[src/hw/rtl/cit_pkg.sv]
// ----------------------------------------------------------------------------
// cit_pkg: shared types and constants for the idle timeout table
// Sizes, input function codes and the controller/datapath interface.
// ----------------------------------------------------------------------------
package cit_pkg;

	localparam int MAX_CONN = 64;
	localparam int IDX_W    = $clog2(MAX_CONN);
	localparam int CNT_W    = $clog2(MAX_CONN + 1);
	localparam int CONN_W   = 6;
	localparam int TIME_W   = 32;
	localparam int TMO_W    = 16;

	localparam logic [TMO_W-1:0] TIMEOUT_RESET = 16'd15;

	localparam logic FUNC_TICK = 1'b0;
	localparam logic FUNC_ARM  = 1'b1;

	typedef struct packed {
		logic arm;
		logic tick;
		logic scan_start;
		logic emit;
	} cmd_t;

	typedef struct packed {
		logic scan_done;
		logic count_zero;
		logic count_one;
		logic out_busy;
	} status_t;

endpackage

[src/hw/rtl/cit_dp.sv]
// ----------------------------------------------------------------------------
// cit_dp: idle timeout table datapath
// Expiry memory, active bits, time counter, scan pipeline that picks the
// oldest due entry, and the output word register.
// ----------------------------------------------------------------------------
module cit_dp (
	input  logic                          clk,
	input  logic                          arst_n,
	input  cit_pkg::cmd_t                 cmd,
	output cit_pkg::status_t              st,
	input  logic [cit_pkg::CONN_W-1:0]    conn_id,
	input  logic                          cfg_we,
	input  logic [cit_pkg::TMO_W-1:0]     cfg_wdata,
	output logic                          out_valid,
	input  logic                          out_ready,
	output logic [cit_pkg::CONN_W-1:0]    expired_conn,
	output logic                          last
);

	logic [cit_pkg::TIME_W-1:0] exp_mem [cit_pkg::MAX_CONN];

	logic [cit_pkg::MAX_CONN-1:0] active_q;
	logic [cit_pkg::TIME_W-1:0]   now_q;
	logic [cit_pkg::TMO_W-1:0]    timeout_q;

	logic                        scan_run_q;
	logic [cit_pkg::IDX_W-1:0]   scan_idx_q;

	logic                        v_s1;
	logic [cit_pkg::IDX_W-1:0]   idx_s1;
	logic                        act_s1;
	logic [cit_pkg::TIME_W-1:0]  rd_s1;

	logic                        v_s2;
	logic                        end_s2;
	logic [cit_pkg::IDX_W-1:0]   idx_s2;
	logic                        hit_s2;
	logic [cit_pkg::TIME_W-1:0]  age_s2;

	logic [cit_pkg::CNT_W-1:0]   count_q;
	logic [cit_pkg::IDX_W-1:0]   best_id_q;
	logic [cit_pkg::TIME_W-1:0]  best_age_q;
	logic                        done_q;

	logic                        conn_ok;
	logic [cit_pkg::TIME_W-1:0]  age_c;
	logic                        due_c;

	assign conn_ok = ((cit_pkg::CONN_W+1)'(conn_id) < (cit_pkg::CONN_W+1)'(cit_pkg::MAX_CONN));

	// age = now - expiry; due when expiry - now is zero or negative,
	// i.e. age in [0, 2^31]
	assign age_c = now_q - rd_s1;
	assign due_c = !age_c[cit_pkg::TIME_W-1] ||
		(age_c == {1'b1, {(cit_pkg::TIME_W-1){1'b0}}});

	always_ff @(posedge clk) begin
		if (cmd.arm && conn_ok) begin
			exp_mem[conn_id[cit_pkg::IDX_W-1:0]] <= now_q + cit_pkg::TIME_W'(timeout_q);
		end
		rd_s1 <= exp_mem[scan_idx_q];
	end

	always_ff @(posedge clk or negedge arst_n) begin
		if (!arst_n) begin
			active_q   <= '0;
			now_q      <= '0;
			timeout_q  <= cit_pkg::TIMEOUT_RESET;
			scan_run_q <= 1'b0;
			scan_idx_q <= '0;
			v_s1       <= 1'b0;
			v_s2       <= 1'b0;
			count_q    <= '0;
			done_q     <= 1'b0;
			out_valid  <= 1'b0;
		end else begin
			if (cfg_we) begin
				timeout_q <= cfg_wdata;
			end
			if (cmd.tick) begin
				now_q <= now_q + 1'b1;
			end
			if (cmd.arm && conn_ok) begin
				active_q[conn_id[cit_pkg::IDX_W-1:0]] <= 1'b1;
			end
			if (cmd.emit) begin
				active_q[best_id_q] <= 1'b0;
			end

			// read stage
			if (cmd.scan_start) begin
				scan_run_q <= 1'b1;
				scan_idx_q <= '0;
			end else if (scan_run_q) begin
				if (scan_idx_q == cit_pkg::IDX_W'(cit_pkg::MAX_CONN - 1)) begin
					scan_run_q <= 1'b0;
				end else begin
					scan_idx_q <= scan_idx_q + 1'b1;
				end
			end
			v_s1 <= scan_run_q && !cmd.scan_start;

			v_s2 <= v_s1;

			// accumulate: strict greater keeps the lower connection on ties
			done_q <= v_s2 && end_s2;
			if (cmd.scan_start) begin
				count_q <= '0;
			end else if (v_s2 && hit_s2) begin
				count_q <= count_q + 1'b1;
			end

			if (cmd.emit) begin
				out_valid <= 1'b1;
			end else if (out_ready) begin
				out_valid <= 1'b0;
			end
		end
	end

	always_ff @(posedge clk) begin
		idx_s1 <= scan_idx_q;
		act_s1 <= active_q[scan_idx_q];

		idx_s2 <= idx_s1;
		end_s2 <= (idx_s1 == cit_pkg::IDX_W'(cit_pkg::MAX_CONN - 1));
		hit_s2 <= act_s1 && due_c;
		age_s2 <= age_c;

		if (v_s2 && hit_s2 && ((count_q == '0) || (age_s2 > best_age_q))) begin
			best_id_q  <= idx_s2;
			best_age_q <= age_s2;
		end

		if (cmd.emit) begin
			expired_conn <= cit_pkg::CONN_W'(best_id_q);
			last         <= (count_q == cit_pkg::CNT_W'(1));
		end
	end

	assign st.scan_done  = done_q;
	assign st.count_zero = (count_q == '0);
	assign st.count_one  = (count_q == cit_pkg::CNT_W'(1));
	assign st.out_busy   = out_valid && !out_ready;

endmodule

[src/hw/rtl/cit_ctrl.sv]
// ----------------------------------------------------------------------------
// cit_ctrl: idle timeout table controller
// Takes input words, runs one scan per expired connection (one scan when
// none is due) and hands each winner to the output register.
// ----------------------------------------------------------------------------
module cit_ctrl (
	input  logic             clk,
	input  logic             arst_n,
	input  logic             in_valid,
	input  logic             func,
	output logic             in_ready,
	input  cit_pkg::status_t st,
	output cit_pkg::cmd_t    cmd
);

	typedef enum logic [1:0] {
		S_IDLE,
		S_SCAN,
		S_EMIT
	} state_t;

	state_t state_q;
	logic   accept;
	logic   emit_ok;

	assign in_ready = (state_q == S_IDLE);
	assign accept   = in_valid && in_ready;
	assign emit_ok  = (state_q == S_EMIT) && !st.out_busy;

	always_comb begin
		cmd.arm        = accept && (func == cit_pkg::FUNC_ARM);
		cmd.tick       = accept && (func == cit_pkg::FUNC_TICK);
		cmd.emit       = emit_ok;
		cmd.scan_start = cmd.tick || (emit_ok && !st.count_one);
	end

	always_ff @(posedge clk or negedge arst_n) begin
		if (!arst_n) begin
			state_q <= S_IDLE;
		end else begin
			case (state_q)
				S_IDLE: begin
					if (accept && (func == cit_pkg::FUNC_TICK)) begin
						state_q <= S_SCAN;
					end
				end
				S_SCAN: begin
					if (st.scan_done) begin
						state_q <= st.count_zero ? S_IDLE : S_EMIT;
					end
				end
				S_EMIT: begin
					if (!st.out_busy) begin
						state_q <= st.count_one ? S_IDLE : S_SCAN;
					end
				end
				default: begin
					state_q <= S_IDLE;
				end
			endcase
		end
	end

endmodule

[src/hw/rtl/connection_idle_timeout_table.sv]
// ----------------------------------------------------------------------------
// connection_idle_timeout_table: per-connection idle timeout table
// Arms connections with an expiry time and reports expirations on ticks.
// ----------------------------------------------------------------------------
// An arm word (func=1) sets the connection active with expiry at now plus
// the configured timeout and leaves the input ready. A tick word (func=0)
// advances time by one and then sends out every due connection, oldest
// expiry first, lowest number on ties, with last set on the final word. The
// expiry store has one read port, and each expired connection costs one
// full pass over it, as does a tick with none due; the output side can stall
// the passes. No new word is taken while a tick is in work.
module connection_idle_timeout_table (
	input  logic                       clk,
	input  logic                       arst_n,
	input  logic                       in_valid,
	output logic                       in_ready,
	input  logic                       func,
	input  logic [cit_pkg::CONN_W-1:0] conn_id,
	output logic                       out_valid,
	input  logic                       out_ready,
	output logic [cit_pkg::CONN_W-1:0] expired_conn,
	output logic                       last,
	input  logic                       cfg_we,
	input  logic [cit_pkg::TMO_W-1:0]  cfg_wdata
);

	cit_pkg::cmd_t    cmd;
	cit_pkg::status_t st;

	cit_ctrl u_ctrl (
		.clk      (clk),
		.arst_n   (arst_n),
		.in_valid (in_valid),
		.func     (func),
		.in_ready (in_ready),
		.st       (st),
		.cmd      (cmd)
	);

	cit_dp u_dp (
		.clk          (clk),
		.arst_n       (arst_n),
		.cmd          (cmd),
		.st           (st),
		.conn_id      (conn_id),
		.cfg_we       (cfg_we),
		.cfg_wdata    (cfg_wdata),
		.out_valid    (out_valid),
		.out_ready    (out_ready),
		.expired_conn (expired_conn),
		.last         (last)
	);

endmodule

[config.mk]
export PLATFORM = sky130hd
export DESIGN_NAME = connection_idle_timeout_table
export DESIGN_NICKNAME = d
export VERILOG_FILES = /design/src/hw/rtl/cit_pkg.sv /design/src/hw/rtl/cit_dp.sv /design/src/hw/rtl/cit_ctrl.sv /design/src/hw/rtl/connection_idle_timeout_table.sv
export SDC_FILE = /design/constraint.sdc
export NUM_CORES = 2
export LEC_CHECK = 0
export ABC_CLOCK_PERIOD_IN_PS = 8680
export BUFFER_PORTS_ARGS = -buffer_cell sky130_fd_sc_hd__buf_2
export CORE_MARGIN = 3
export CORE_UTILIZATION = 50
export CTS_BUF_LIST = sky130_fd_sc_hd__clkbuf_4
export DETAILED_ROUTE_END_ITERATION = 16
export PLACE_DENSITY = 0.65
export SYNTH_ARGS = -nofsm -noshare
export SYNTH_HDL_FRONTEND = slang
export SYNTH_SLANG_ARGS = --single-unit
[constraint.sdc]
create_clock -name clk -period 8.68 [get_ports clk]
set_clock_uncertainty 0.05 [all_clocks]
set_input_delay 0.434 -clock clk [delete_from_list [all_inputs] [get_ports clk]]
set_output_delay 0.434 -clock clk [all_outputs]
set_load 0.02 [all_outputs]
==> metrics.log <==
[metrics] post-synthesis net count: 4253
[metrics] antenna violations before repair: 13
[metrics] distinct cell type count of the synthesized netlist: 75
[metrics] maximum buffer depth of the clock tree: 4
[metrics] Num Clock Sinks: 2304
[metrics] synthesis-stage register bit count: 2304
[metrics] list of cells traversed by the critical path: ha_1 -> inv_1 -> fa_1 -> nor2b_1 -> o21ai_0 -> a21boi_0 -> o21ai_0 -> a211o_1 -> a211oi_1 -> o31a_1 -> o2111ai_1 -> xnor2_2 -> buf_4
[metrics] ANT nets after route: 0
[metrics] Root Driver: sky130_fd_sc_hd__clkbuf_4
[metrics] reg-to-reg startpoint: u_dp.timeout_q[0]
[metrics] number of vias per cell: 6.05
[metrics] Die Width: 431 µm
[metrics] post-synth design cell area: 90200 µm²
[metrics] reported leakage power: 36.6 nW
[metrics] Initial DRT Pass Iterations: 7
[metrics] CP startpoint: u_dp.timeout_q[0]
[metrics] Worst Setup Path Type: register to register
[metrics] Psw: 8.19 mW
[metrics] total global routing track utilization: 24.5%
[metrics] sequential power share: 46.2%
[metrics] count of final hold-check violations: 0
[metrics] unrepaired setup endpoints after global routing: false
[metrics] Max Transition Viols Final: 0
[metrics] Data arrival, critical path: 5.73 ns
[metrics] Site Rows: 155
[metrics] count of yosys warnings during synthesis: 0
[metrics] portion of total power attributed to combinational logic: 22.8%
[metrics] status: complete, no violations
[metrics] H-tree depth: 6
[metrics] time the final worst path needs with I/O delays and setup: 4.76 ns
[metrics] GRT overflow: 0
[metrics] vias post-DR: 45600
[metrics] final period utilization: 54.8%
[metrics] drt wl/cell: 29.7 µm
[metrics] maximum single-stage delay on the critical path: 0.62 ns
[metrics] Detailed Place HPWL: 116 mm
[metrics] most common cell after layout, fill and taps aside: sky130_fd_sc_hd__edfxtp_1
[metrics] power share of the clock group: 31.0%
[metrics] endpoint of the most critical setup path: u_dp.exp_mem[46][26]
[metrics] Remaining DRCs: 0
[metrics] type of element launching the critical path: register
[metrics] power per cell area: 280 nW/µm²
[metrics] flop-to-flop setup slack: 3.92 ns
[metrics] area enclosed by the die boundary: 186000 µm²
[metrics] Cell Int Power: 20.5 mW
[metrics] effective utilization at floorplan: 50.4%
[metrics] setup TNS: 0 ns
[metrics] post-cts gate resize count: 0
[metrics] final routed wirelength across all metal layers: 224 mm
[metrics] maximum number of pins on one net before global-route repair: 138
[metrics] register area: 67800 µm²
[metrics] worst-case headroom to the max-slew limit: 14.6%
[metrics] post-CTS setup buffers: 0
[metrics] number of placed I/O pins: 37
[metrics] commonest non-fill, non-tap cells in the layout: sky130_fd_sc_hd__edfxtp_1 (2093), sky130_fd_sc_hd__clkbuf_4 (888), sky130_fd_sc_hd__mux4_2 (693)
[metrics] first-pass GRT wire length: 324 mm
[metrics] switching fraction of total power: 28.5%
[metrics] share of post-route cells with drive strength above 1: 36.8%
[metrics] number of enable-type register cells in the synthesized netlist: 2093
[metrics] slew at the pin closest to its max-slew limit: 1.28 ns
[metrics] First DRT Iteration DRCs: 4914
[metrics] Max IR drop VDD: 0.305 mV
[metrics] maximum fanout encountered on the critical timing path: 64
[metrics] fraction of registers with async set or reset after synthesis: 5.73%
[metrics] reported max-cap violation count: 0
[metrics] number of cells in the finished layout apart from fillers: 7545
[metrics] clock insertion delay at the later pin of the skew report: 1.32 ns
[metrics] post-synthesis sequential area ratio: 75.1%
[metrics] placer congestion estimate: 0.832
[metrics] clock tree from TritonCTS: done
[metrics] worst reg2reg endpoint: u_dp.exp_mem[46][26]
[metrics] Syn-to-layout area delta: 13.5%
[metrics] Hold WC Path Type: primary input to async pin
[metrics] Synth Area per Inst: 21.8 µm²
[metrics] Finished Core Util: 57.2%
[metrics] CP Capture Type: register
[metrics] depth of the most critical reg-to-reg path: 13
[metrics] number of fill cells: 13200
[metrics] count of final setup violators: 0
[metrics] critical-path cell with the highest stage delay: sky130_fd_sc_hd__o31a_1
[metrics] leading register cell type out of synthesis: sky130_fd_sc_hd__edfxtp_1
[metrics] vias in the first global route: 46900
[metrics] Reg clk slew, reported paths: 0.06 ns
[metrics] die height: 431 µm
[metrics] synthesized instance count: 4139
[metrics] Peak Freq: 210 MHz
[metrics] area used by multi-input combinational logic: 22200 µm²
[metrics] fin nets: 4890
[metrics] number of port buffers: 36
[metrics] Crit path top cell by count: sky130_fd_sc_hd__o21ai_0
[metrics] core footprint: 179000 µm²
[metrics] number of buffers created by CTS: 590
[metrics] number of placed instances with taps included: 6470
[metrics] data required time at the worst endpoint: 9.65 ns
## metrics by stage
step	cell area, µm²	hold slack, ns	power, mW	setup slack [ns]
detailed placement	94500	0.289	20.1	4.02
global placement	94500	0.285	20.0	4.02
floorplan	90200	0.0884	18.0	3.55
CTS	102000	0.0487	29.0	3.95
global route	102000	0.140	30.1	3.64
finish	102000	0.196	28.7	3.92
## power groups by stage
stage                     Clock, mW  Combinational [mW]  Sequential, mW
after detailed placement          0                6.56            13.5
final                          8.89                6.55            13.3
after CTS                      9.13                6.61            13.3
after global routing           9.73                7.05            13.3
after floorplan                   0                4.78            13.2
after global placement            0                6.53            13.5
## routing by layer
| metal | share of wire [%] | routed length, µm | GRT usage, % | vias to the layer above |
|---|---|---|---|---|
| met1 | 38 | 86100 | 32.7 | 24200 |
| met2 | 49 | 110000 | 39.1 | 2181 |
| li1 | - | - | - | 19000 |
| met5 | 0.0098 | 22 | 0 | - |
| met3 | 10 | 23200 | 7.73 | 315 |
| met4 | 2.0 | 4450 | 7.31 | 4 |
## repair_timing
action / CTS / global route
hold buffers: 69 / 0
endpoints found under the setup margin: 0 / 0
hold endpoints to repair: 224 / 0
## synth_stat cells, drive strengths merged, types with 3 or more instances
master / n / area [µm²]
nor3: 16 / 80.1
dfstp: 4 / 105
and3: 17 / 106
a31oi: 5 / 31.3
buf: 63 / 245
nor2b: 14 / 95.1
or2: 8 / 50.1
ha: 84 / 1050
clkbuf: 119 / 447
a21oi: 91 / 455
and4: 5 / 43.8
a211oi: 8 / 72.6
or3b: 3 / 26.3
mux2: 16 / 180
nand4: 22 / 138
o2111ai: 7 / 61.3
or4: 4 / 33.8
o21ai: 33 / 169
o31a: 3 / 26.3
nand3: 33 / 165
nor3b: 4 / 35.0
nand2: 72 / 270
o211ai: 6 / 45.0
and2: 13 / 83.8
a21o: 24 / 180
nand2b: 17 / 106
edfxtp: 2093 / 62900
xnor2: 59 / 517
a21boi: 6 / 45.0
dfxtp: 79 / 1580
nor2: 166 / 623
nand3b: 6 / 45.0
o22a: 31 / 272
o31ai: 4 / 35.0
nor4: 6 / 43.8
dfrtp: 128 / 3200
o21a: 9 / 67.6
a211o: 7 / 61.3
mux4: 693 / 15600
xor2: 30 / 263
or3: 7 / 43.8
inv: 91 / 342
o21bai: 5 / 37.5
## registers in the layout, indices dropped and copies added, names as in the netlist, 7 cells and up
signal	flops
u_dp.active_q	64
u_dp.now_q	32
u_dp.count_q	7
u_dp.age_s2	32
u_dp.exp_mem	2048
u_dp.timeout_q	16
u_dp.rd_s1	32
u_dp.best_age_q	32
## area by class of cell
class,instances,share of cell area (%)
antenna,8,0.0195
multi-input combinational,1562,21.7
timing repair buffer,227,1.89
inverter,91,0.333
clock inverter,110,0.519
clock buffer,888,6.51
tap,2355,2.88
sequential,2304,66.1
## worst min-delay path by stage
stage,from,to,slack [ns]
finish,arst_n,u_dp.timeout_q[8],0.20
global route,arst_n,u_dp.now_q[1],0.14
CTS,in_valid,u_dp.now_q[0],0.05
detailed placement,u_dp.idx_s1[1],u_dp.idx_s2[1],0.29
global placement,u_dp.idx_s1[1],u_dp.idx_s2[1],0.28
floorplan,arst_n,u_ctrl.state_q[0],0.09
## kinds of logic after synthesis
family | count (synthesis) | share of synthesized area (%)
adder cells (fa/ha/maj) | 86 | 1.21
AO/OA/AOI/OAI | 258 | 1.92
AND/OR/NAND/NOR | 418 | 2.27
flip-flops | 2304 | 75.1
multiplexers | 711 | 17.5
XOR/XNOR | 89 | 0.864
buffers and inverters | 273 | 1.15
## critical path, delay by kind of cell (launching register included)
family,cells,cell delay (ns)
AOI/OAI and AO/OA,7,2.30
and+or+nand+nor,1,0.14
buffers and inverters,2,0.58
xor gates and xnor gates,1,0.20
adders and majority gates,2,0.59
DFF,1,0.54
(Power assumes the default switching activity.)
